$ cat src/rtl/rlf_pkg.sv
package rlf_pkg;

	localparam int VAL_W = 11;
	localparam int LEN_W = 11;
	// Walk pointer: one bit wider than a value, so that the update step can pass the size.
	localparam int POS_W = VAL_W + 1;
	localparam int TDATA_W = 16;
	localparam int MAX_VALUES_DEF = 1024;

	localparam logic [LEN_W-1:0] LEN_MAX = {LEN_W{1'b1}};
	localparam logic [VAL_W-1:0] SIZE_RESET = 11'd1024;

	typedef struct packed {
		logic clear;
		logic load;
		logic query;
		logic to_update;
		logic update;
		logic emit;
	} rlf_cmd_t;

	typedef struct packed {
		logic clear_last;
		logic in_range;
		logic q_done;
		logic u_done;
		logic pend;
		logic out_free;
	} rlf_sts_t;

endpackage

$ cat src/rtl/rlf_ctrl.sv
module rlf_ctrl
	import rlf_pkg::*;
(
	input  logic      clk,
	input  logic      arst_n,
	input  logic      s_tvalid,
	output logic      s_tready,
	input  rlf_sts_t  sts,
	output rlf_cmd_t  cmd
);

	localparam logic [2:0] ST_CLEAR  = 3'd0;
	localparam logic [2:0] ST_IDLE   = 3'd1;
	localparam logic [2:0] ST_QUERY  = 3'd2;
	localparam logic [2:0] ST_UPDATE = 3'd3;
	localparam logic [2:0] ST_RESULT = 3'd4;

	logic [2:0] state_q;
	logic [2:0] state_d;

	assign s_tready = (state_q == ST_IDLE);

	always_comb begin
		state_d = state_q;
		cmd = '0;
		unique case (state_q)
			ST_CLEAR: begin
				cmd.clear = 1'b1;
				if (sts.clear_last) begin
					state_d = ST_IDLE;
				end
			end
			ST_IDLE: begin
				if (s_tvalid) begin
					cmd.load = 1'b1;
					state_d = sts.in_range ? ST_QUERY : ST_RESULT;
				end
			end
			ST_QUERY: begin
				// Leave only once the last read of the walk has been merged.
				if (sts.q_done && !sts.pend) begin
					cmd.to_update = 1'b1;
					state_d = ST_UPDATE;
				end else begin
					cmd.query = 1'b1;
				end
			end
			ST_UPDATE: begin
				// Keep the update command up so the final pending write still lands.
				cmd.update = 1'b1;
				if (sts.u_done && !sts.pend) begin
					state_d = ST_RESULT;
				end
			end
			ST_RESULT: begin
				if (sts.out_free) begin
					cmd.emit = 1'b1;
					state_d = ST_IDLE;
				end
			end
			default: begin
				state_d = ST_CLEAR;
			end
		endcase
	end

	always_ff @(posedge clk or negedge arst_n) begin
		if (!arst_n) begin
			state_q <= ST_CLEAR;
		end else begin
			state_q <= state_d;
		end
	end

endmodule

$ cat config.mk
export PLATFORM = sky130hd
export DESIGN_NAME = rlf_ctrl
export DESIGN_NICKNAME = d
export VERILOG_FILES = /design/src/rtl/rlf_pkg.sv /design/src/rtl/rlf_ctrl.sv
export SDC_FILE = /design/constraint.sdc
export NUM_CORES = 1
export LEC_CHECK = 0
export BUFFER_PORTS_ARGS = -buffer_cell sky130_fd_sc_hd__buf_2
export CAP_MARGIN = 20
export CORE_AREA = 3 3 40 42
export CTS_CLUSTER_DIAMETER = 30
export DETAILED_ROUTE_END_ITERATION = 8
export DIE_AREA = 0 0 43 45
export PLACE_DENSITY_LB_ADDON = 0.3
export SYNTH_ARGS = -nofsm -noshare
export SYNTH_HDL_FRONTEND = slang
export SYNTH_SLANG_ARGS = --single-unit
$ cat constraint.sdc
create_clock -name clk -period 1.4 [get_ports clk]
set_clock_uncertainty 0.1 [all_clocks]
set_input_delay 0.21 -clock clk [delete_from_list [all_inputs] [get_ports clk]]
set_output_delay 0.21 -clock clk [all_outputs]
set_load 0.01 [all_outputs]
==> impl_metrics.json <==
{
  "syn_inst": 29,
  "synthSimpleGateAreaFrac": 0.465,
  "fp.dieH_um": 45,
  "setup_slack_ns": -0.0507,
  "rr_worst_depth": 5,
  "crit_slowest_cell": "dfrtp_2",
  "nNetsFinal": 65,
  "power_leakage_nw": 0.217,
  "max_freq_mhz": 689,
  "relSlewSlack": 0.876,
  "rsz0062_at_grt": "true",
  "syn-num-nets": 38,
  "avgViaCountPerCell": 4.43,
  "synth_mux_area_frac": 0,
  "r2r-start": "state_q[0]",
  "die_x_um": 43,
  "dr_total_vias": 310,
  "r2r_setup_slack_ns": 0.09,
  "outcome": "finished with violations",
  "fin_crit_sh": 1.04,
  "cts_buffer_depth": 2,
  "hold_viol_final": 0,
  "synth.area.top_cells": "dfrtp_1 (30%), buf_6 (9.0%), nand4b_1 (7.0%)",
  "finalSetupViolations": 5,
  "worstSetupStartpoint": "state_q[2]",
  "worstSetupPathType": "register to output pin",
  "first_pass_iters": 4,
  "drc_errors": 0,
  "htreeDepth": 1,
  "areaGrowthSynthToFinish_pct": 85.5,
  "worstSetupStartpointType": "register",
  "cap_violations": 0,
  "yosysTopAreaCell": "dfrtp_1",
  "antenna_cells": 0,
  "instances_no_fill": 70,
  "drv_slew": 0,
  "synth-adder-area-share": 0,
  "finalWirelength_um": 719,
  "die-area_mm2": 0.00194,
  "postLayoutCoreUtil": 0.361,
  "dp_hpwl_um": 463,
  "crit_chain": "nand2b_4 -> nor3_2 -> buf_2",
  "grt_pass1_wl_um": 1150,
  "ant_nets": 0,
  "min_from": "sts[2]",
  "layout-drive-gt1-share": 0.636,
  "antenna_found_initial": 0,
  "synth.distinct_cells": 19,
  "cp.arrival_ns": 1.14,
  "yosys_warnings": 0,
  "first_global_vias": 289,
  "synth-compound-area-share": 0.145,
  "core_region_area_mm2": 0.00128,
  "grt_start_max_net_pins": 9,
  "endpoint_kind": "output pin",
  "hold_class": "primary input to register",
  "num_rows": 13,
  "max_slew.worst_pin.slew_ns": 0.186,
  "top_register": "state_q",
  "gp_congestion": 0.680,
  "root_buffer": "clkbuf_4",
  "yosysSeqAreaShare": 0.300,
  "synth_seq_cells": 3,
  "path_clk_slew_ns": 0.04,
  "top_regs": "state_q (3)",
  "clock_latency_ns": 0.24,
  "synth_xor_area_frac": 0,
  "grt.total_usage": 0.0817,
  "avgRoutedWirePerCell_um": 10.3,
  "synth_top_family_by_area": "simple AND/OR/NAND/NOR gates",
  "syn-cell-area_um2": 250,
  "crit_fanout": 8,
  "initial_core_util": 0.195,
  "layout_min_cycle_time_ns": 1.45,
  "syn_area_per_cell_um2": 8.63,
  "drt_iter0_markers": 7,
  "pin_count": 16,
  "slowest_delay_ns": 0.44,
  "power.density_mw_per_mm2": 1980,
  "largest_reg_flops": 3,
  "synth.top_cell.area_share": 0.300,
  "ir_drop_uv": 740,
  "numCtsBuffers": 3,
  "port-buffer-count": 15,
  "cts_sinks": 3,
  "holdPathStages": 3,
  "whs_endpoint": "state_q[2]",
  "post-place-cells": 57,
  "r2r_end": "state_q[2]",
  "grt_overflow": 0,
  "cts_tree": "yes",
  "critical_path_required_ns": 1.09,
  "violations": "negative setup slack"
}
[cell usage after synthesis]
| cell type | number |
|---|---|
| o32a_1 | 1 |
| o21ai_1 | 2 |
| and2_1 | 1 |
| nand3b_1 | 1 |
| a21oi_1 | 1 |
| and4bb_1 | 1 |
| nand2b_1 | 2 |
| or2_0 | 1 |
| o21ai_0 | 1 |
| nor2_1 | 1 |
| nor3b_1 | 1 |
| nand4b_1 | 2 |
| nand2_1 | 2 |
| and2_2 | 1 |
| nor3_1 | 3 |
| dfrtp_1 | 3 |
| buf_6 | 2 |
| nor2b_1 | 2 |
| a31oi_1 | 1 |
[area by class of cell]
type / instances / area [um^2]
clock buffer: 4 / 26.3
tap: 15 / 18.8
multi-input combinational: 24 / 184
sequential: 3 / 78.8
timing repair buffer: 24 / 156
fill: 139 / 821
[cells in the final DEF (no fill, tap or decap), types with 2 or more instances in the layout]
cell      instances
buf_2            15
buf_4             5
buf_6             3
clkbuf_4          3
dfrtp_2           3
nand4b_1          2
nor2b_1           2
o21ai_1           2
[cell families after synthesis]
| family | Yosys count |
|---|---|
| flops | 3 |
| compound gates | 6 |
| buf+inv | 2 |
| simple gates | 18 |
[how the worst max path moves through the flow]
| stage | to | slack, ns | cells after the start |
|---|---|---|---|
| global route | cmd[2] | -0.10 | 3 |
| finish | cmd[3] | -0.05 | 3 |
| global placement | cmd[2] | 0.08 | 3 |
| floorplan | cmd[2] | 0.13 | 3 |
| CTS | cmd[5] | -0.05 | 3 |
| detailed placement | cmd[3] | 0.11 | 3 |
[layer usage]
| metal | share of wire | vias to the layer above | track usage |
|---|---|---|---|
| li1 | - | 156 | - |
| met2 | 0.44 | 16 | 0.114 |
| met4 | 0 | 0 | 0.0723 |
| met3 | 0.086 | 0 | 0.0199 |
| met5 | 0 | - | 0 |
| met1 | 0.47 | 138 | 0.104 |
[stage by stage]
stage	setup TNS [ns]	total power, W	hold slack (ns)	setup WS, ns	cell area, um^2
global placement	0	0.000506	-0.0899	0.0830	322
floorplan	0	0.000440	-0.186	0.128	250
global route	-0.468	0.000989	0.169	-0.102	464
finish	-0.143	0.000917	0.148	-0.0507	464
CTS	-0.203	0.000843	0.144	-0.0550	433
detailed placement	0	0.000501	-0.0914	0.111	322
[repair_timing]
action                                  4_1_cts  5_1_grt
endpoints found under the hold margin         3        0
pin swaps                                     1        2
resized for setup                             9        4
endpoints found under the setup margin        6        8
buffers inserted                              6        2
hold buffers                                  1        0
[worst max-delay path: cells and delay by family (launching register included)]
family | cells | cell delay, ns
buffers and inverters | 1 | 0.15
and+or+nand+nor | 2 | 0.31
DFF | 1 | 0.44
[where the power goes]
group / internal [W] / switching [W]
clock network: 0.000107 / 0.0000475
logic: 0.000326 / 0.000237
registers: 0.000131 / 0.0000682
total: 0.000564 / 0.000353
Note: power is estimated with default switching activity, not from simulation.
